`src/rtl/rrnp_pkg.sv`:
```
// ----------------------------------------------------------------------------
// rrnp_pkg
// Shared types, constants and lookup functions of the resize request name
// parser.
// ----------------------------------------------------------------------------
package rrnp_pkg;

  localparam int unsigned MaxNameLen  = 256;
  localparam int unsigned MaxFieldLen = 31;
  localparam int unsigned BaseW       = $clog2(MaxNameLen + 1);
  localparam int unsigned SumW        = BaseW + 2;
  localparam int unsigned QDepth      = 4;
  localparam int unsigned QPtrW       = $clog2(QDepth);
  localparam int unsigned QCntW       = $clog2(QDepth + 1);
  localparam int unsigned ValW        = 16;
  localparam int unsigned WeightW     = 17;
  localparam logic [WeightW-1:0] WeightCap = 17'd100000;
  localparam logic [WeightW-1:0] WeightTop = 17'd10000;

  typedef enum logic [4:0] {
    PH_EXT     = 5'b00001,
    PH_QUALITY = 5'b00010,
    PH_HEIGHT  = 5'b00100,
    PH_WIDTH   = 5'b01000,
    PH_BASE    = 5'b10000
  } phase_e;

  typedef enum logic [2:0] {
    ERR_OK      = 3'd0,
    ERR_EXT     = 3'd1,
    ERR_QUALITY = 3'd2,
    ERR_HEIGHT  = 3'd3,
    ERR_WIDTH   = 3'd4,
    ERR_PATTERN = 3'd5,
    ERR_EMPTY   = 3'd6,
    ERR_LONG    = 3'd7
  } err_e;

  typedef enum logic [1:0] {
    FMT_PNG   = 2'd0,
    FMT_JPG   = 2'd1,
    FMT_WEBP  = 2'd2,
    FMT_OTHER = 2'd3
  } fmt_e;

  // Classified character as it travels from front to back.
  typedef struct packed {
    logic [7:0] upper;
    logic [3:0] digit;
    logic       is_digit;
    logic       is_ws;
    logic       is_plus;
    logic       is_minus;
    logic       is_dot;
    logic       is_us;
    logic       is_x;
    logic       last;
  } item_t;

  // Extension names, reversed since characters arrive last first.
  function automatic logic [7:0] rev_char(input logic [1:0] fmt, input logic [1:0] pos);
    logic [7:0] c;
    c = 8'h00;
    case (fmt)
      FMT_PNG: begin
        case (pos)
          2'd0:    c = "G";
          2'd1:    c = "N";
          2'd2:    c = "P";
          default: c = 8'h00;
        endcase
      end
      FMT_JPG: begin
        case (pos)
          2'd0:    c = "G";
          2'd1:    c = "P";
          2'd2:    c = "J";
          default: c = 8'h00;
        endcase
      end
      FMT_WEBP: begin
        case (pos)
          2'd0:    c = "P";
          2'd1:    c = "B";
          2'd2:    c = "E";
          default: c = "W";
        endcase
      end
      default: c = 8'h00;
    endcase
    return c;
  endfunction

  function automatic logic [7:0] fmt_len(input logic [1:0] fmt);
    logic [7:0] n;
    case (fmt)
      FMT_WEBP: n = 8'd4;
      default:  n = 8'd3;
    endcase
    return n;
  endfunction

endpackage

```
`src/rtl/rrnp_front.sv`:
```
// ----------------------------------------------------------------------------
// rrnp_front
// Character classifier: tags each incoming character with its class.
// ----------------------------------------------------------------------------
module rrnp_front (
  input  logic [7:0]     ch_i,
  input  logic           last_i,
  output rrnp_pkg::item_t item_o
);
  import rrnp_pkg::*;

  always_comb begin
    item_o          = '0;
    item_o.last     = last_i;
    item_o.is_digit = ch_i inside {["0":"9"]};
    item_o.digit    = 4'(ch_i - 8'h30);
    item_o.is_ws    = ch_i inside {8'h20, [8'h09:8'h0d]};
    item_o.is_plus  = (ch_i == "+");
    item_o.is_minus = (ch_i == "-");
    item_o.is_dot   = (ch_i == ".");
    item_o.is_us    = (ch_i == "_");
    item_o.is_x     = (ch_i == "x");
    item_o.upper    = (ch_i inside {["a":"z"]}) ? ch_i - 8'd32 : ch_i;
  end

endmodule

```
`src/rtl/rrnp_queue.sv`:
```
// ----------------------------------------------------------------------------
// rrnp_queue
// Short FIFO between the classifier and the parser.
// ----------------------------------------------------------------------------
module rrnp_queue (
  input  logic            clk_i,
  input  logic            rst_ni,
  input  logic            push_i,
  input  rrnp_pkg::item_t item_i,
  output logic            ready_o,
  output logic            valid_o,
  output rrnp_pkg::item_t item_o,
  input  logic            pop_i
);
  import rrnp_pkg::*;

  item_t             mem_q [QDepth];
  logic [QPtrW-1:0]  wr_q, wr_d, rd_q, rd_d;
  logic [QCntW-1:0]  cnt_q, cnt_d;

  assign ready_o = (cnt_q != QCntW'(QDepth));
  assign valid_o = (cnt_q != '0);
  assign item_o  = mem_q[rd_q];

  always_comb begin
    wr_d  = push_i ? wr_q + 1'b1 : wr_q;
    rd_d  = pop_i  ? rd_q + 1'b1 : rd_q;
    cnt_d = cnt_q + QCntW'(push_i) - QCntW'(pop_i);
  end

  always_ff @(posedge clk_i or negedge rst_ni) begin
    if (!rst_ni) begin
      wr_q  <= '0;
      rd_q  <= '0;
      cnt_q <= '0;
    end else begin
      wr_q  <= wr_d;
      rd_q  <= rd_d;
      cnt_q <= cnt_d;
    end
  end

  always_ff @(posedge clk_i) begin
    if (push_i) begin
      mem_q[wr_q] <= item_i;
    end
  end

endmodule

```
`src/rtl/rrnp_back.sv`:
```
// ----------------------------------------------------------------------------
// rrnp_back
// Parser: walks the phases, reads the numbers, forms and holds the result.
// ----------------------------------------------------------------------------
module rrnp_back (
  input  logic                      clk_i,
  input  logic                      rst_ni,
  input  logic [8:0]                prefix_len_i,
  input  logic                      q_valid_i,
  input  rrnp_pkg::item_t           q_item_i,
  output logic                      q_pop_o,
  output logic                      res_valid_o,
  input  logic                      res_ready_i,
  output logic                      res_ok_o,
  output logic [2:0]                res_err_o,
  output logic [15:0]               res_width_o,
  output logic [15:0]               res_height_o,
  output logic [15:0]               res_quality_o,
  output logic [1:0]                res_fmt_o,
  output logic [rrnp_pkg::BaseW-1:0] res_base_o
);
  import rrnp_pkg::*;

  phase_e             phase_q, phase_d;
  logic [7:0]         sect_q, sect_d;
  logic [ValW-1:0]    acc_q, acc_d;
  logic [WeightW-1:0] wgt_q, wgt_d;
  logic [ValW-1:0]    wv_q, wv_d, hv_q, hv_d, qv_q, qv_d;
  logic [2:0]         mask_q, mask_d;
  logic [BaseW-1:0]   base_q, base_d;
  err_e               err_q, err_d;
  logic [ValW-1:0]    fval_q, fval_d;
  logic               fneg_q, fneg_d;
  fmt_e               fmt_q, fmt_d;

  logic               out_valid_q, out_valid_d;
  logic               out_ok_q;
  err_e               out_err_q, out_err_d;
  logic [ValW-1:0]    out_w_q, out_h_q, out_qv_q;
  logic [1:0]         out_fmt_q;
  logic [BaseW-1:0]   out_base_q;

  logic               delim;
  err_e               field_err;
  logic [20:0]        prod;
  logic [21:0]        sum;
  logic [SumW-1:0]    need;
  logic [7:0]         sect_inc;

  assign q_pop_o = q_valid_i && (!q_item_i.last || !out_valid_q || res_ready_i);

  always_comb begin
    phase_d = phase_q;
    sect_d  = sect_q;
    acc_d   = acc_q;
    wgt_d   = wgt_q;
    wv_d    = wv_q;
    hv_d    = hv_q;
    qv_d    = qv_q;
    mask_d  = mask_q;
    base_d  = base_q;
    err_d   = err_q;
    fval_d  = fval_q;
    fneg_d  = fneg_q;
    fmt_d   = fmt_q;
    out_err_d = ERR_OK;

    sect_inc = (sect_q == 8'hff) ? sect_q : sect_q + 8'd1;
    prod = {17'b0, q_item_i.digit} * {4'b0, wgt_q};
    sum  = {6'b0, acc_q} + {1'b0, prod};

    delim = ((phase_q == PH_QUALITY) && q_item_i.is_us) ||
            ((phase_q == PH_HEIGHT)  && q_item_i.is_x)  ||
            ((phase_q == PH_WIDTH)   && q_item_i.is_minus);
    case (phase_q)
      PH_QUALITY: field_err = ERR_QUALITY;
      PH_HEIGHT:  field_err = ERR_HEIGHT;
      default:    field_err = ERR_WIDTH;
    endcase

    if (q_pop_o && (err_q == ERR_OK)) begin
      case (phase_q)
        PH_EXT: begin
          if (q_item_i.is_dot) begin
            if ((sect_q == 8'd0) || (sect_q > 8'(MaxFieldLen))) begin
              err_d = ERR_EXT;
            end else begin
              fmt_d = FMT_OTHER;
              for (int f = 0; f < 3; f++) begin
                if (mask_q[f] && (sect_q == fmt_len(2'(f)))) begin
                  fmt_d = fmt_e'(2'(f));
                end
              end
              phase_d = PH_QUALITY;
              sect_d  = '0;
            end
          end else begin
            for (int f = 0; f < 3; f++) begin
              if ((sect_q >= fmt_len(2'(f))) ||
                  (q_item_i.upper != rev_char(2'(f), sect_q[1:0]))) begin
                mask_d[f] = 1'b0;
              end
            end
            sect_d = sect_inc;
          end
        end
        PH_QUALITY, PH_HEIGHT, PH_WIDTH: begin
          if (delim) begin
            if ((sect_q > 8'(MaxFieldLen)) || fneg_q || (fval_q == '0)) begin
              err_d = field_err;
            end else begin
              case (phase_q)
                PH_QUALITY: begin
                  qv_d    = fval_q;
                  phase_d = PH_HEIGHT;
                end
                PH_HEIGHT: begin
                  hv_d    = fval_q;
                  phase_d = PH_WIDTH;
                end
                default: begin
                  wv_d    = fval_q;
                  phase_d = PH_BASE;
                end
              endcase
              sect_d = '0;
              acc_d  = '0;
              wgt_d  = WeightW'(1);
              fval_d = '0;
              fneg_d = 1'b0;
            end
          end else begin
            sect_d = sect_inc;
            if (q_item_i.is_digit) begin
              acc_d  = (sum > 22'(16'hffff)) ? 16'hffff : sum[ValW-1:0];
              wgt_d  = (wgt_q >= WeightTop) ? WeightCap : WeightW'(wgt_q * 17'd10);
              fval_d = acc_d;
              fneg_d = 1'b0;
            end else begin
              if (q_item_i.is_plus || q_item_i.is_minus) begin
                fval_d = acc_q;
                fneg_d = q_item_i.is_minus && (acc_q != '0);
              end else if (!q_item_i.is_ws) begin
                fval_d = '0;
                fneg_d = 1'b0;
              end
              acc_d = '0;
              wgt_d = WeightW'(1);
            end
          end
        end
        default: begin
          if (base_q < BaseW'(MaxNameLen)) begin
            base_d = base_q + 1'b1;
          end
        end
      endcase
    end

    // Final character: grade the parse using the state it leaves behind.
    need = SumW'(prefix_len_i) + SumW'(base_d) + SumW'(1);
    if (err_d != ERR_OK)                     out_err_d = err_d;
    else if (phase_d != PH_BASE)             out_err_d = ERR_PATTERN;
    else if (base_d == '0)                   out_err_d = ERR_EMPTY;
    else if (need > SumW'(MaxNameLen))       out_err_d = ERR_LONG;
    else                                     out_err_d = ERR_OK;

    out_valid_d = out_valid_q && !res_ready_i;
    if (q_pop_o && q_item_i.last) begin
      out_valid_d = 1'b1;
      phase_d = PH_EXT;
      sect_d  = '0;
      acc_d   = '0;
      wgt_d   = WeightW'(1);
      wv_d    = '0;
      hv_d    = '0;
      qv_d    = '0;
      mask_d  = 3'b111;
      base_d  = '0;
      err_d   = ERR_OK;
      fval_d  = '0;
      fneg_d  = 1'b0;
      fmt_d   = FMT_OTHER;
    end
  end

  always_ff @(posedge clk_i or negedge rst_ni) begin
    if (!rst_ni) begin
      phase_q     <= PH_EXT;
      sect_q      <= '0;
      acc_q       <= '0;
      wgt_q       <= WeightW'(1);
      wv_q        <= '0;
      hv_q        <= '0;
      qv_q        <= '0;
      mask_q      <= 3'b111;
      base_q      <= '0;
      err_q       <= ERR_OK;
      fval_q      <= '0;
      fneg_q      <= 1'b0;
      fmt_q       <= FMT_OTHER;
      out_valid_q <= 1'b0;
    end else begin
      phase_q     <= phase_d;
      sect_q      <= sect_d;
      acc_q       <= acc_d;
      wgt_q       <= wgt_d;
      wv_q        <= wv_d;
      hv_q        <= hv_d;
      qv_q        <= qv_d;
      mask_q      <= mask_d;
      base_q      <= base_d;
      err_q       <= err_d;
      fval_q      <= fval_d;
      fneg_q      <= fneg_d;
      fmt_q       <= fmt_d;
      out_valid_q <= out_valid_d;
    end
  end

  // Result payload; fields are zero unless the job is valid.
  // A valid job ends in the base phase, so the stored values are final and
  // the base count still has to add this very character.
  always_ff @(posedge clk_i) begin
    if (q_pop_o && q_item_i.last) begin
      out_ok_q   <= (out_err_d == ERR_OK);
      out_err_q  <= out_err_d;
      out_w_q    <= (out_err_d == ERR_OK) ? wv_q : '0;
      out_h_q    <= (out_err_d == ERR_OK) ? hv_q : '0;
      out_qv_q   <= (out_err_d == ERR_OK) ? qv_q : '0;
      out_fmt_q  <= (out_err_d == ERR_OK) ? fmt_q : '0;
      out_base_q <= (out_err_d == ERR_OK) ? base_q + 1'b1 : '0;
    end
  end

  assign res_valid_o   = out_valid_q;
  assign res_ok_o      = out_ok_q;
  assign res_err_o     = out_err_q;
  assign res_width_o   = out_w_q;
  assign res_height_o  = out_h_q;
  assign res_quality_o = out_qv_q;
  assign res_fmt_o     = out_fmt_q;
  assign res_base_o    = out_base_q;

  a_ok_matches_code: assert property (@(posedge clk_i) disable iff (!rst_ni)
    out_valid_q |-> (out_ok_q == (out_err_q == ERR_OK)))
    else $error("valid flag disagrees with error code");

  a_bad_zeroes: assert property (@(posedge clk_i) disable iff (!rst_ni)
    (out_valid_q && !out_ok_q) |-> (out_w_q == '0 && out_base_q == '0 && out_fmt_q == '0))
    else $error("rejected result carries payload");

  a_restart: assert property (@(posedge clk_i) disable iff (!rst_ni)
    (q_pop_o && q_item_i.last) |=> (phase_q == PH_EXT && err_q == ERR_OK && base_q == '0))
    else $error("parser did not restart after final character");

  a_hold: assert property (@(posedge clk_i) disable iff (!rst_ni)
    (out_valid_q && !res_ready_i) |=> (out_valid_q && $stable(out_err_q) && $stable(out_w_q)))
    else $error("waiting result changed");

endmodule

```
`src/rtl/resize_request_name_parser.sv`:
```
// ----------------------------------------------------------------------------
// resize_request_name_parser
// Reads a request name base-WxH_Q.ext last character first and reports
// width, height, quality, format and base length, or an error code.
// ----------------------------------------------------------------------------
//
//  channel  dir  handshake                    payload
//  -------  ---  ---------------------------  -----------------------------
//  s_axis   in   s_axis_tvalid/s_axis_tready  tdata = ch, tlast = is_final
//  m_axis   out  m_axis_tvalid/m_axis_tready  tuser = valid_res, tdata = job
//  cfg      in   cfg_valid_i/cfg_ready_o      cfg_data_i = path_length
//
//  One character per cycle sustained while no result is stalled; the parser makes
//  one update per character, so the per-character state loop sets the rate.
//  A result is registered once its final character leaves the queue.
//  Reset clears the parser, the queue pointers, the output valid flag and path_length.
//  A stalled result holds only the parser when the next final character
//  needs the output register; the four-entry queue keeps input flowing until full.
//  cfg_ready_o is always high; the user writes path_length while idle, unchecked.
//
module resize_request_name_parser (
  input  logic        clk_i,
  input  logic        rst_ni,
  // request characters
  input  logic        s_axis_tvalid,
  output logic        s_axis_tready,
  input  logic [7:0]  s_axis_tdata,   // [7:0] ch
  input  logic        s_axis_tlast,   // is_final
  // parse results
  output logic        m_axis_tvalid,
  input  logic        m_axis_tready,
  output logic [63:0] m_axis_tdata,   // [2:0] error_code, [18:3] width,
                                      // [34:19] height, [50:35] quality,
                                      // [52:51] format_code, [61:53] base_length
  output logic        m_axis_tuser,   // valid_res
  // path length register
  input  logic        cfg_valid_i,
  output logic        cfg_ready_o,
  input  logic [8:0]  cfg_data_i
);
  import rrnp_pkg::*;

  logic [8:0]        prefix_len_q;
  item_t             front_item, q_item;
  logic              q_valid, q_pop;
  logic              res_ok;
  logic [2:0]        res_err;
  logic [15:0]       res_w, res_h, res_qv;
  logic [1:0]        res_fmt;
  logic [BaseW-1:0]  res_base;

  assign cfg_ready_o = 1'b1;

  always_ff @(posedge clk_i or negedge rst_ni) begin
    if (!rst_ni) begin
      prefix_len_q <= '0;
    end else if (cfg_valid_i) begin
      prefix_len_q <= cfg_data_i;
    end
  end

  // Front: classify each character as it is taken.
  rrnp_front u_front (
    .ch_i   (s_axis_tdata),
    .last_i (s_axis_tlast),
    .item_o (front_item)
  );

  rrnp_queue u_queue (
    .clk_i   (clk_i),
    .rst_ni  (rst_ni),
    .push_i  (s_axis_tvalid && s_axis_tready),
    .item_i  (front_item),
    .ready_o (s_axis_tready),
    .valid_o (q_valid),
    .item_o  (q_item),
    .pop_i   (q_pop)
  );

  // Back: phase walk, number reading and result register.
  rrnp_back u_back (
    .clk_i         (clk_i),
    .rst_ni        (rst_ni),
    .prefix_len_i  (prefix_len_q),
    .q_valid_i     (q_valid),
    .q_item_i      (q_item),
    .q_pop_o       (q_pop),
    .res_valid_o   (m_axis_tvalid),
    .res_ready_i   (m_axis_tready),
    .res_ok_o      (res_ok),
    .res_err_o     (res_err),
    .res_width_o   (res_w),
    .res_height_o  (res_h),
    .res_quality_o (res_qv),
    .res_fmt_o     (res_fmt),
    .res_base_o    (res_base)
  );

  assign m_axis_tuser = res_ok;
  assign m_axis_tdata = {2'b00, res_base, res_fmt, res_qv, res_h, res_w, res_err};

endmodule
```
`config.mk`:
```
export PLATFORM = sky130hd
export DESIGN_NAME = resize_request_name_parser
export DESIGN_NICKNAME = d
export VERILOG_FILES = /design/src/rtl/rrnp_pkg.sv /design/src/rtl/rrnp_front.sv /design/src/rtl/rrnp_queue.sv /design/src/rtl/rrnp_back.sv /design/src/rtl/resize_request_name_parser.sv
export SDC_FILE = /design/constraint.sdc
export NUM_CORES = 1
export LEC_CHECK = 0
export ABC_AREA = 1
export ABC_CLOCK_PERIOD_IN_PS = 7000
export BUFFER_PORTS_ARGS = -buffer_cell sky130_fd_sc_hd__clkbuf_2
export CAP_MARGIN = 20
export CORE_UTILIZATION = 50
export CTS_CLUSTER_DIAMETER = 40
export CTS_CLUSTER_SIZE = 14
export DETAILED_ROUTE_END_ITERATION = 8
export PLACE_DENSITY = 0.71
export SLEW_MARGIN = 40
export SYNTH_ARGS = -nofsm -noshare
export SYNTH_HDL_FRONTEND = slang
export SYNTH_SLANG_ARGS = --single-unit
```
`constraint.sdc`:
```
create_clock -name clk_i -period 7 [get_ports clk_i]
set_input_delay 0.35 -clock clk_i [delete_from_list [all_inputs] [get_ports clk_i]]
set_output_delay 0.35 -clock clk_i [all_outputs]
set_load 0.05 [all_outputs]
```
==> results of run 1 <==
-- cell families after synthesis --
family | share of synthesized area
xor gates and xnor gates | 0.0222
AOI/OAI and AO/OA | 0.0871
other | 0.000465
DFF | 0.461
adders and majority gates | 0.122
muxes | 0.00627
and+or+nand+nor | 0.219
buffers and inverters | 0.0814
-- layout by cell type (no fill, tap or decap), types with 4 or more instances in the layout --
| master | count |
|---|---|
| dfrtp_1 | 138 |
| mux2_2 | 9 |
| nor2_2 | 45 |
| bufinv_16 | 4 |
| inv_2 | 12 |
| clkinv_8 | 5 |
| nand2_2 | 6 |
| xor2_1 | 25 |
| edfxtp_1 | 127 |
| o21ai_0 | 131 |
| o21bai_1 | 7 |
| clkbuf_1 | 7 |
| nand3_2 | 4 |
| clkbuf_2 | 86 |
| or2_2 | 7 |
| ha_1 | 81 |
| nor4_1 | 6 |
| inv_1 | 250 |
| a211oi_1 | 5 |
| a31oi_1 | 6 |
| nor3_1 | 14 |
| fa_1 | 48 |
| clkbuf_16 | 38 |
| a21oi_1 | 66 |
| dfstp_2 | 7 |
| buf_4 | 7 |
| nand3_1 | 94 |
| nand2_1 | 371 |
| o22ai_1 | 15 |
| nor2_1 | 212 |
| xnor2_1 | 16 |
| nor2_4 | 8 |
| nand4_1 | 33 |
-- state kept, by name, summed over array words and instances, names as in the netlist, 2 cells and up --
signal	count
u_back.base_q	9
u_back.res_width_o	16
u_back.res_err_o	3
u_back.res_quality_o	16
u_back.mask_q	3
u_back.wv_q	16
u_back.res_base_o	9
prefix_len_q	9
u_back.qv_q	16
u_queue.mem_q	64
u_back.sect_q	8
u_back.err_q	3
u_back.fval_q	16
u_back.res_height_o	16
u_queue.wr_q	2
u_queue.cnt_q	3
u_back.fmt_q	2
u_back.wgt_q	17
u_back.hv_q	16
u_back.phase_q	5
u_back.res_fmt_o	2
u_queue.rd_q	2
u_back.acc_q	16
-- per-stage QoR --
stage / total power, mW / setup slack (ns) / instances / util / hold WS [ns]
after floorplan: 5.57 / 1.73 / 1842 / - / 0.0544
after global placement: 6.28 / 1.35 / 2282 / 0.533 / 0.442
after detailed placement: 6.40 / 1.23 / 2283 / 0.534 / 0.448
after CTS: 8.39 / 1.14 / 2353 / 0.577 / 0.0300
after global routing: 8.94 / 0.719 / 2353 / 0.577 / 0.0343
final: 8.36 / 1.11 / 2353 / 0.577 / 0.0410
-- report_power, final --
group	internal, mW	switching (mW)	leakage, nW	total, mW
clock network	1.19	0.763	0.633	1.96
logic	0.992	2.96	4.74	3.95
registers	2.25	0.203	3.12	2.45
-- worst register-to-register path, stage by stage, from the launching register on --
cell	delay, ns
dfrtp_1	0.40
inv_2	0.42
nand2_1	0.14
nand3_1	0.10
nand2_1	0.38
nor2_1	0.32
fa_1	0.46
fa_1	0.55
inv_1	0.05
fa_1	0.50
inv_1	0.04
ha_1	0.37
a21oi_1	0.32
o21ai_0	0.14
and2_1	0.16
o21ai_0	0.34
nand3_1	0.12
nand2_1	0.07
nand3_1	0.07
nor2_1	0.09
buf_4	0.31
nand2_1	0.12
o21ai_0	0.18
nand2_1	0.10
-- routing by layer --
metal	GRT usage	vias up	share of wire
met2	0.370	361	0.47
met3	0.0287	60	0.049
li1	-	6145	-
met1	0.302	5895	0.46
met4	0.0590	0	0.021
met5	0	-	0
-- repair_timing --
item,in CTS,in global routing
hold endpoints to repair,71,0
buffers inserted,0,0
hold buffers,2,0
-- final cells by class --
class / instances / area (sq um) / share of cell area
Clock buffer: 46 / 991 / 0.0543
Clock inverter: 22 / 319 / 0.0175
Inverter: 266 / 1000 / 0.0547
Multi-Input combinational cell: 1247 / 7450 / 0.408
Sequential cell: 272 / 7450 / 0.408
Tap cell: 402 / 503 / 0.0275
Timing Repair Buffer: 98 / 546 / 0.0299
-- synth_stat cells (5+ instances only) --
| cell | instances |
|---|---|
| a211oi_1 | 5 |
| a21oi_1 | 67 |
| a31oi_1 | 6 |
| buf_2 | 7 |
| buf_4 | 5 |
| clkbuf_1 | 34 |
| dfrtp_1 | 138 |
| dfstp_2 | 7 |
| edfxtp_1 | 127 |
| fa_1 | 48 |
| ha_1 | 81 |
| inv_1 | 254 |
| inv_2 | 10 |
| mux2_2 | 9 |
| nand2_1 | 371 |
| nand2_2 | 6 |
| nand3_1 | 94 |
| nand4_1 | 33 |
| nor2_1 | 216 |
| nor2_2 | 45 |
| nor3_1 | 14 |
| nor4_1 | 8 |
| o21ai_0 | 131 |
| o21bai_1 | 7 |
| o22ai_1 | 15 |
| or2_2 | 7 |
| xnor2_1 | 16 |
| xor2_1 | 25 |
-- how the worst min path moves through the flow --
stage,endpoint,cells after the start,slack [ns]
final,prefix_len_q[8],2,0.04
after global routing,prefix_len_q[8],2,0.03
after CTS,prefix_len_q[8],2,0.03
after detailed placement,u_queue.wr_q[1],1,0.45
after global placement,u_back.wgt_q[4],1,0.44
after floorplan,prefix_len_q[0],0,0.05
==> out/qor.csv, run 1 <==
stage;metric;value;unit
run_status;status;complete, no violations;
setup_path;worstPathCellList;inv_2 > nand2_1 > nand3_1 > nand2_1 > nor2_1 > fa_1 > fa_1 > inv_1 > fa_1 > inv_1 > ha_1 > a21oi_1 > o21ai_0 > and2_1 > o21ai_0 > nand3_1 > nand2_1 > nand3_1 > nor2_1 > buf_4 > nand2_1 > o21ai_0 > nand2_1;
grt;grt_pass1_wl;59.3;mm
floorplan;io_pins;91;
cts;clk_root_buffer_cell;clkbuf_16;
setup_path;critPathSlowestCell;fa_1;
power_and_ir_drop;power_leakage;8.48;nW
setup_path;crit_fanout;33;
finish;final_layout_size_suffix_gt1_frac;0.137;
yosys;yosysWarningCount;0;
run;maxCapViolations;0;
cts;cts_buffers;37;
detailed_routing;routedWlPerCell;15.0;microns
finish;fin_area;0.0183;sq mm
finish;area_growth;13.0;%
finish;nets;2074;
floorplan;start_util;0.511;
yosys;yosysTopAreaCell;edfxtp_1;
grt;grt_max_degree;86;
yosys;synthCells;1841;
yosys;avgSynthCellArea;8.78;sq um
detailed_routing;dr.pass1.iters;6;
setup_path;startpoint_type;register;
finish;nFillCells;2761;
placed_design;dp_hpwl;25.5;mm
finish;diodes;0;
setup_path;crit_family;adder cells;
yosys;ys_seq_area_frac;0.461;
detailed_routing;vias;12461;
power_and_ir_drop;powerDensity;458;mW/mm^2
cts;htree_num_levels;2;
cts;clock-sinks;272;
setup_path;rr_endpoint;u_back.acc_q[0];
setup_path;crit_start;u_queue.rd_q[0];
setup_path;r2r-start;u_queue.rd_q[0];
yosys;synth_cell_types;57;
grt;antenna_found_initial;0;
setup_path;r2r_slack;1.11;ns
yosys;synth_area;0.0162;sq mm
grt;grt_pass1_vias;12178;
timing;tns;0;ns
floorplan;fp-row-count;65;
detailed_routing;route.final.wire_length;35.3;mm
floorplan;die_area;0.0330;sq mm
setup_path;cp_data_required_time;7.39;ns
setup_path;r2r_cells;23;
timing;period_needed;5.89;ns
setup_path;path_buf_inv;4;
cts;cts_tree;done;
grt;overflow;0;
detailed_routing;drt_iter0_drc;1000;
timing;finalHoldViolations;0;
setup_path;arrival;6.28;ns
cts;cts_resized;0;
cts;clk_path_buf_depth;3;
cts;clk_pin_slew_worst_paths;0.06;ns
setup_path;critPathMaxStageDelay;0.54;ns
timing;worst_pin_slew;0.798;ns
setup_path;path_depth;23;
timing;setup_viol_count_final;0;
floorplan;die_h;182;microns
cts;clock_latency;0.54;ns
timing;rsz0062_at_grt;false;
placed_design;portBuffers;87;
setup_path;crit_top_cell;nand2_1;
setup_path;critical_path_class;register to register;
hold_path;holdCritStartpoint;cfg_data_i[8];
yosys;synth_edf_count;127;
yosys;ys_seq_elements;272;
timing;drv_slew;0;
yosys;yosys-top-cells-area;edfxtp_1, dfrtp_1, nand2_1, ha_1, fa_1;
timing;period_share;0.841;
timing;finClkSkew;0.0267;ns
timing;fmax;170;MHz
hold_path;hp-class;primary input to register;
power_and_ir_drop;ir_drop;0.357;mV
grt;grtUsageTotal;0.221;
timing;maxSlewHeadroom;0.467;
yosys;dominantRegCellSynth;dfrtp_1;
setup_path;critical_path.endpoint_type;register;
detailed_routing;viasPerCell;5.30;
setup_path;crit_end;u_back.acc_q[0];
floorplan;fp.dieW;182;microns
yosys;netlist.area_leader.share;0.236;
detailed_routing;ant_nets;0;
floorplan;core_area;0.0316;sq mm
yosys;async_flop_share;0.533;
detailed_routing;drc;0;
placed_design;place_area;0.0169;sq mm
placed_design;gp_congestion;0.878;
Power figures use the tool's default switching activity.
==> run 2: changes to the inputs <==
--- a/config.mk
+++ b/config.mk
@@ -6,7 +6,7 @@
 export NUM_CORES = 1
 export LEC_CHECK = 0
 export ABC_AREA = 1
-export ABC_CLOCK_PERIOD_IN_PS = 7000
+export ABC_CLOCK_PERIOD_IN_PS = 5600
 export BUFFER_PORTS_ARGS = -buffer_cell sky130_fd_sc_hd__clkbuf_2
 export CAP_MARGIN = 20
 export CORE_UTILIZATION = 50
==> constraint.sdc (replaced) <==
create_clock -name clk_i -period 5.6 [get_ports clk_i]
set_input_delay 0.28 -clock clk_i [delete_from_list [all_inputs] [get_ports clk_i]]
set_output_delay 0.28 -clock clk_i [all_outputs]
set_load 0.05 [all_outputs]
==> run 2 against run 1 <==
Core utilization grew 0.49 points. Total power grew 26%. Highest routed layer unchanged. Clock power grew 27%. Flip-flop and latch count is the same. Clock-buffer cell count shrank 3. Non-clock buffer count grew 15. Setup slack lost 0.79 ns. Sequential share of layout area shrank 0.34 points. Critical path depth is the same.
==> out/qor.csv, run 2 (synthesized netlist as in run 1, its figures left out) <==
stage;metric;value;unit;change
detailed_routing;drc;0;;unchanged
finish;regMostFlops;u_queue.mem_q;;unchanged
hold_path;hp-class;primary input to register;;unchanged
grt;grt_pass1_vias;12109;;was 12178
timing;finClkSkew;0.0152;ns;was 0.0267 ns
timing;rsz0062_at_grt;false;;unchanged
detailed_routing;ant_nets;0;;unchanged
setup_path;critPathSlowestCell;fa_1;;unchanged
grt;overflow;0;;unchanged
power_and_ir_drop;ir_drop;0.379;mV;was 0.357 mV
setup_path;cp_data_required_time;6.00;ns;was 7.39 ns
finish;fin_area;0.0184;sq mm;was 0.0183 sq mm
detailed_routing;routedWlPerCell;14.8;microns;was 15.0 microns
placed_design;gp_congestion;0.902;;was 0.878
placed_design;portBuffers;87;;unchanged
detailed_routing;vias;12358;;was 12461
timing;hold_ws;0.0475;ns;was 0.0410 ns
floorplan;fp.dieW;182;microns;unchanged
timing;period_share;0.943;;was 0.841
cts;clk_path_buf_depth;3;;unchanged
finish;final_layout_size_suffix_gt1_frac;0.141;;was 0.137
timing;setup_ws;0.318;ns;was 1.11 ns
cts;cts_tree;done;;unchanged
power_and_ir_drop;powerDensity;573;mW/mm^2;was 458 mW/mm^2
setup_path;startpoint_type;register;;unchanged
setup_path;r2r_slack;0.32;ns;was 1.11 ns
cts;clk_pin_slew_worst_paths;0.06;ns;about the same
setup_path;crit_fanout;31;;was 33
finish;layout_common_cells;nand2_1, inv_1, nor2_1, dfrtp_1, o21ai_0;;unchanged
timing;fmax;189;MHz;was 170 MHz
timing;drv_slew;0;;unchanged
timing;maxSlewHeadroom;0.451;;was 0.467
grt;grt_pass1_wl;59.4;mm;was 59.3 mm
cts;clock_latency;0.52;ns;was 0.54 ns
run;maxCapViolations;0;;unchanged
power_and_ir_drop;p_total;10.6;mW;was 8.36 mW
floorplan;die_h;182;microns;unchanged
placed_design;pre_cts_ws;0.328;ns;was 1.23 ns
setup_path;crit_top_cell;nand2_1;;unchanged
cts;cts_buffers;36;;was 37
placed_design;dp_hpwl;25.3;mm;was 25.5 mm
finish;nets;2088;;was 2074
finish;area_growth;14.0;%;was 13.0%
setup_path;crit_start;u_queue.rd_q[0];;unchanged
grt;grt_max_degree;86;;unchanged
floorplan;io_pins;91;;unchanged
setup_path;worstPathCellList;inv_2 > nand2_1 > nand3_1 > nand2_2 > nor2_1 > fa_1 > fa_1 > inv_1 > fa_1 > inv_1 > ha_1 > a21oi_1 > o21ai_0 > and2_1 > o21ai_0 > nand3_1 > nand2_1 > nand3_1 > nor2_1 > buf_4 > nand2_1 > o21ai_0 > nand2_1;;was inv_2 > nand2_1 > nand3_1 > nand2_1 > nor2_1 > fa_1 > fa_1 > inv_1 > fa_1 > inv_1 > ha_1 > a21oi_1 > o21ai_0 > and2_1 > o21ai_0 > nand3_1 > nand2_1 > nand3_1 > nor2_1 > buf_4 > nand2_1 > o21ai_0 > nand2_1
detailed_routing;dr.pass1.iters;5;;was 6
cts;postCtsSetupBuffers;0;;unchanged
floorplan;fp-row-count;65;;unchanged
detailed_routing;route.final.wire_length;35.1;mm;was 35.3 mm
floorplan;start_util;0.511;;unchanged
cts;clk_root_buffer_cell;clkbuf_16;;unchanged
detailed_routing;viasPerCell;5.22;;was 5.30
cts;htree_num_levels;2;;unchanged
placed_design;place_area;0.0169;sq mm;about the same
setup_path;critical_path.endpoint_type;register;;unchanged
setup_path;critical_path_class;register to register;;unchanged
run_status;status;complete, no violations;;unchanged
hold_path;holdCritStartpoint;s_axis_tdata[2];;was cfg_data_i[8]
floorplan;die_area;0.0330;sq mm;unchanged
floorplan;core_area;0.0316;sq mm;unchanged
timing;tns;0;ns;unchanged
setup_path;arrival;5.68;ns;was 6.28 ns
timing;worst_pin_slew;0.815;ns;was 0.798 ns
finish;largest_reg_flops;64;;unchanged
detailed_routing;drt_iter0_drc;870;;was 1000
grt;antenna_found_initial;0;;unchanged
finish;diodes;0;;unchanged
finish;reg_top3;u_queue.mem_q x64, u_back.wgt_q x17;;unchanged
finish;final_common_cell;nand2_1;;unchanged
power_and_ir_drop;power_leakage;8.55;nW;was 8.48 nW
setup_path;critPathMaxStageDelay;0.54;ns;about the same
timing;setup_viol_count_final;0;;unchanged
timing;finalHoldViolations;0;;unchanged
setup_path;r2r-start;u_queue.rd_q[0];;unchanged
grt;grtUsageTotal;0.220;;was 0.221
cts;clock-sinks;272;;unchanged
timing;period_needed;5.28;ns;was 5.89 ns
## run 2: timing repair
action | CTS | global route
gates resized for setup | 0 | 3
endpoints found under the setup margin | 0 | 32
endpoints found under the hold margin | 90 | 1
hold buffers | 11 | 1
## run 2: final cells by class
type,instances,area [sq um]
flip-flops and latches,272,7450
inverters,266,1000
well taps,402,503
clock inverters,23,337
repair buffers,113,677
multi-input cells,1247,7460
clock buffers,43,990
fillers,2694,13200
## run 2: worst paths after layout
path	end	cells after the start
max	u_back.acc_q[1]	23
max reg2reg	u_back.acc_q[1]	23
min reg2reg	u_back.mask_q[0]	2
max in group asynchronous	u_back.hv_q[6]	3
min	u_queue.mem_q[3][14]	1
min in group asynchronous	u_queue.rd_q[1]	2
## run 2: where the power goes
| group | switching, mW | internal [mW] | total (mW) |
|---|---|---|---|
| Clock | 0.912 | 1.57 | 2.48 |
| Sequential | 0.271 | 2.81 | 3.08 |
| Combinational | 3.70 | 1.29 | 4.99 |
| Total | 4.89 | 5.67 | 10.6 |
## run 2: worst max-delay path: cells and delay by family (launching register included)
family          cells  cell delay, ns
compound gates      4            0.99
fa+ha+maj           4            1.86
buf+inv             4            0.56
flops               1            0.47
simple gates       11            1.26
## run 2: per-stage QoR
step	instances	util
finish	2366	0.582
global route	2366	0.582
global placement	2288	0.535
floorplan	1842	-
detailed placement	2288	0.535
CTS	2365	0.581
## run 2: layer usage
metal,vias up,track usage,share of wire
met5,-,0,0
met4,0,0.0631,0.020
met3,63,0.0327,0.051
met2,326,0.363,0.47
met1,5777,0.301,0.46
li1,6192,-,-
==> run 3: changes to the inputs <==
--- a/config.mk
+++ b/config.mk
@@ -6,13 +6,14 @@
 export NUM_CORES = 1
 export LEC_CHECK = 0
 export ABC_AREA = 1
-export ABC_CLOCK_PERIOD_IN_PS = 5600
+export ABC_CLOCK_PERIOD_IN_PS = 5840
 export BUFFER_PORTS_ARGS = -buffer_cell sky130_fd_sc_hd__clkbuf_2
 export CAP_MARGIN = 20
 export CORE_UTILIZATION = 50
 export CTS_CLUSTER_DIAMETER = 40
 export CTS_CLUSTER_SIZE = 14
 export DETAILED_ROUTE_END_ITERATION = 8
+export MAX_ROUTING_LAYER = met4
 export PLACE_DENSITY = 0.71
 export SLEW_MARGIN = 40
 export SYNTH_ARGS = -nofsm -noshare
==> constraint.sdc (replaced) <==
create_clock -name clk_i -period 5.84 [get_ports clk_i]
set_input_delay 0.292 -clock clk_i [delete_from_list [all_inputs] [get_ports clk_i]]
set_output_delay 0.292 -clock clk_i [all_outputs]
set_load 0.05 [all_outputs]
==> run 3 against run 2 <==
Cell area hardly changed. Largest power group unchanged. Global-route usage up 0.90 points. Total power decreased by 4.9%. Sequential power is 4% lower.
==> out/qor.csv, run 3 (synthesized netlist as in run 1, its figures left out) <==
stage;metric;value;unit;change
detailed_routing;drc;0;;unchanged
timing;fmax;189;MHz;about the same
hold_path;holdCritStartpoint;s_axis_tdata[2];;unchanged
timing;setup_viol_count_final;0;;unchanged
power_and_ir_drop;powerDensity;545;mW/mm^2;was 573 mW/mm^2
detailed_routing;dr.pass1.iters;6;;was 5
placed_design;pre_cts_ws;0.427;ns;was 0.328 ns
floorplan;core_area;0.0316;sq mm;unchanged
timing;worst_pin_slew;0.773;ns;was 0.815 ns
detailed_routing;routedWlPerCell;15.0;microns;was 14.8 microns
run_status;status;complete, no violations;;unchanged
floorplan;die_area;0.0330;sq mm;unchanged
timing;drv_slew;0;;unchanged
setup_path;cp_data_required_time;6.26;ns;was 6.00 ns
cts;clock_latency;0.54;ns;was 0.52 ns
placed_design;portBuffers;87;;unchanged
detailed_routing;routed.top_layer;met4;;unchanged
finish;fin_area;0.0184;sq mm;about the same
cts;cts_buffers;38;;was 36
cts;clk_path_buf_depth;3;;unchanged
finish;layout_common_cells;nand2_1, inv_1, nor2_1, dfrtp_1, o21ai_0;;unchanged
finish;instances_no_fill;2368;;was 2366
grt;grt_max_degree;102;;was 86
floorplan;die_h;182;microns;unchanged
finish;nets;2088;;unchanged
timing;period_share;0.906;;was 0.943
power_and_ir_drop;power_leakage;8.53;nW;was 8.55 nW
detailed_routing;ant_nets;0;;unchanged
setup_path;crit_start;u_queue.rd_q[0];;unchanged
setup_path;crit_fanout;31;;unchanged
cts;clk_pin_slew_worst_paths;0.06;ns;about the same
power_and_ir_drop;p_total;10.0;mW;was 10.6 mW
timing;rsz0062_at_grt;false;;unchanged
finish;area_growth;13.9;%;was 14.0%
grt;grt_pass1_vias;12083;;was 12109
cts;cts_tree;done;;unchanged
floorplan;fp-row-count;65;;unchanged
grt;antenna_found_initial;0;;unchanged
timing;finClkSkew;0.0210;ns;was 0.0152 ns
grt;grtUsageTotal;0.229;;was 0.220
detailed_routing;wl_met2;16.4;mm;about the same
finish;largest_reg_flops;64;;unchanged
placed_design;placed_cells;2285;;was 2288
detailed_routing;viasPerCell;5.26;;was 5.22
detailed_routing;drt_iter0_drc;895;;was 870
cts;clock-sinks;272;;unchanged
finish;diodes;0;;unchanged
placed_design;dp_hpwl;25.8;mm;was 25.3 mm
power_and_ir_drop;ir_drop;0.368;mV;was 0.379 mV
grt;grt_pass1_wl;59.8;mm;was 59.4 mm
grt;overflow;0;;unchanged
setup_path;startpoint_type;register;;unchanged
detailed_routing;route.met3.wl;1.78;mm;about the same
timing;maxSlewHeadroom;0.480;;was 0.451
hold_path;hp-class;primary input to register;;unchanged
timing;period_needed;5.29;ns;was 5.28 ns
cts;postCtsSetupBuffers;0;;unchanged
setup_path;critical_path.endpoint_type;register;;unchanged
finish;final_common_cell;nand2_1;;unchanged
setup_path;arrival;5.71;ns;was 5.68 ns
placed_design;gp_congestion;0.917;;was 0.902
floorplan;start_util;0.511;;unchanged
run;maxCapViolations;0;;unchanged
finish;nFillCells;2727;;was 2694
setup_path;r2r-start;u_queue.rd_q[0];;unchanged
setup_path;critical_path_class;register to register;;unchanged
floorplan;fp.dieW;182;microns;unchanged
detailed_routing;route.final.wire_length;35.6;mm;was 35.1 mm
floorplan;io_pins;91;;unchanged
detailed_routing;drt-met1-wl;16.6;mm;was 16.3 mm
timing;hold_ws;0.0189;ns;was 0.0475 ns
finish;regMostFlops;u_queue.mem_q;;unchanged
finish;final_layout_size_suffix_gt1_frac;0.141;;about the same
finish;fin_util;0.582;;about the same
cts;clk_root_buffer_cell;clkbuf_16;;unchanged
timing;finalHoldViolations;0;;unchanged
cts;htree_num_levels;2;;unchanged
timing;setup_ws;0.547;ns;was 0.318 ns
timing;tns;0;ns;unchanged
finish;reg_top3;u_queue.mem_q x64, u_back.wgt_q x17;;unchanged
detailed_routing;vias;12450;;was 12358
placed_design;place_area;0.0169;sq mm;about the same
[run 3: cell count changes in the layout (fill, tap and decap cells not counted), moves of 2 or more]
cell and delta:
buf_4 -2, bufinv_16 -3, clkbuf_8 -3, clkinv_4 +2, clkinv_8 +2, clkinvlp_4 +3, inv_6 +3
[run 3: worst paths after layout]
path                                        endpoint  slack, ns  cells past startpoint
min in group asynchronous            u_queue.rd_q[0]       0.28                      2
worst max register to register       u_back.acc_q[1]       0.55                     23
worst min-delay path            u_queue.mem_q[1][14]       0.02                      1
worst max-delay path                 u_back.acc_q[1]       0.55                     23
worst min register to register      u_back.mask_q[2]       0.47                      2
max in group asynchronous           u_back.fval_q[8]       4.56                      3
[run 3: layout make-up]
type | instances | area (sq um) | area share
sequential | 272 | 7450 | 0.405
tap | 402 | 503 | 0.0273
multi-input combinational | 1247 | 7460 | 0.405
timing repair buffer | 111 | 672 | 0.0365
clock buffer | 40 | 958 | 0.0521
inverter | 266 | 1000 | 0.0543
clock inverter | 30 | 364 | 0.0198
[run 3: critical path: stages (launching register included)]
cell	delay, ns
dfrtp_1	0.52
inv_2	0.12
nand2_1	0.08
nand3_1	0.09
nand2_2	0.31
nor2_1	0.12
fa_1	0.51
fa_1	0.54
inv_1	0.06
fa_1	0.50
inv_1	0.04
ha_1	0.38
a21oi_1	0.34
o21ai_0	0.14
and2_1	0.15
o21ai_0	0.22
nand3_1	0.11
nand2_1	0.08
nand3_1	0.07
nor2_1	0.09
buf_4	0.31
nand2_1	0.12
o21ai_0	0.18
nand2_1	0.07
[run 3: routing by layer]
layer  track usage  vias up
met3        0.0311       49
met5             -        -
met1         0.305     5864
met2         0.368      350
met4        0.0627        0
li1              -     6187
[run 3: power by group]
| group | switching, mW | internal, mW |
|---|---|---|
| Clock | 0.947 | 1.38 |
| Sequential | 0.253 | 2.70 |
| Combinational | 3.55 | 1.20 |
[run 3: what timing repair did]
action                                  CTS  global route
endpoints found under the hold margin   107             0
hold buffers                             12             0
endpoints found under the setup margin    0            14
resized for setup                         0             3
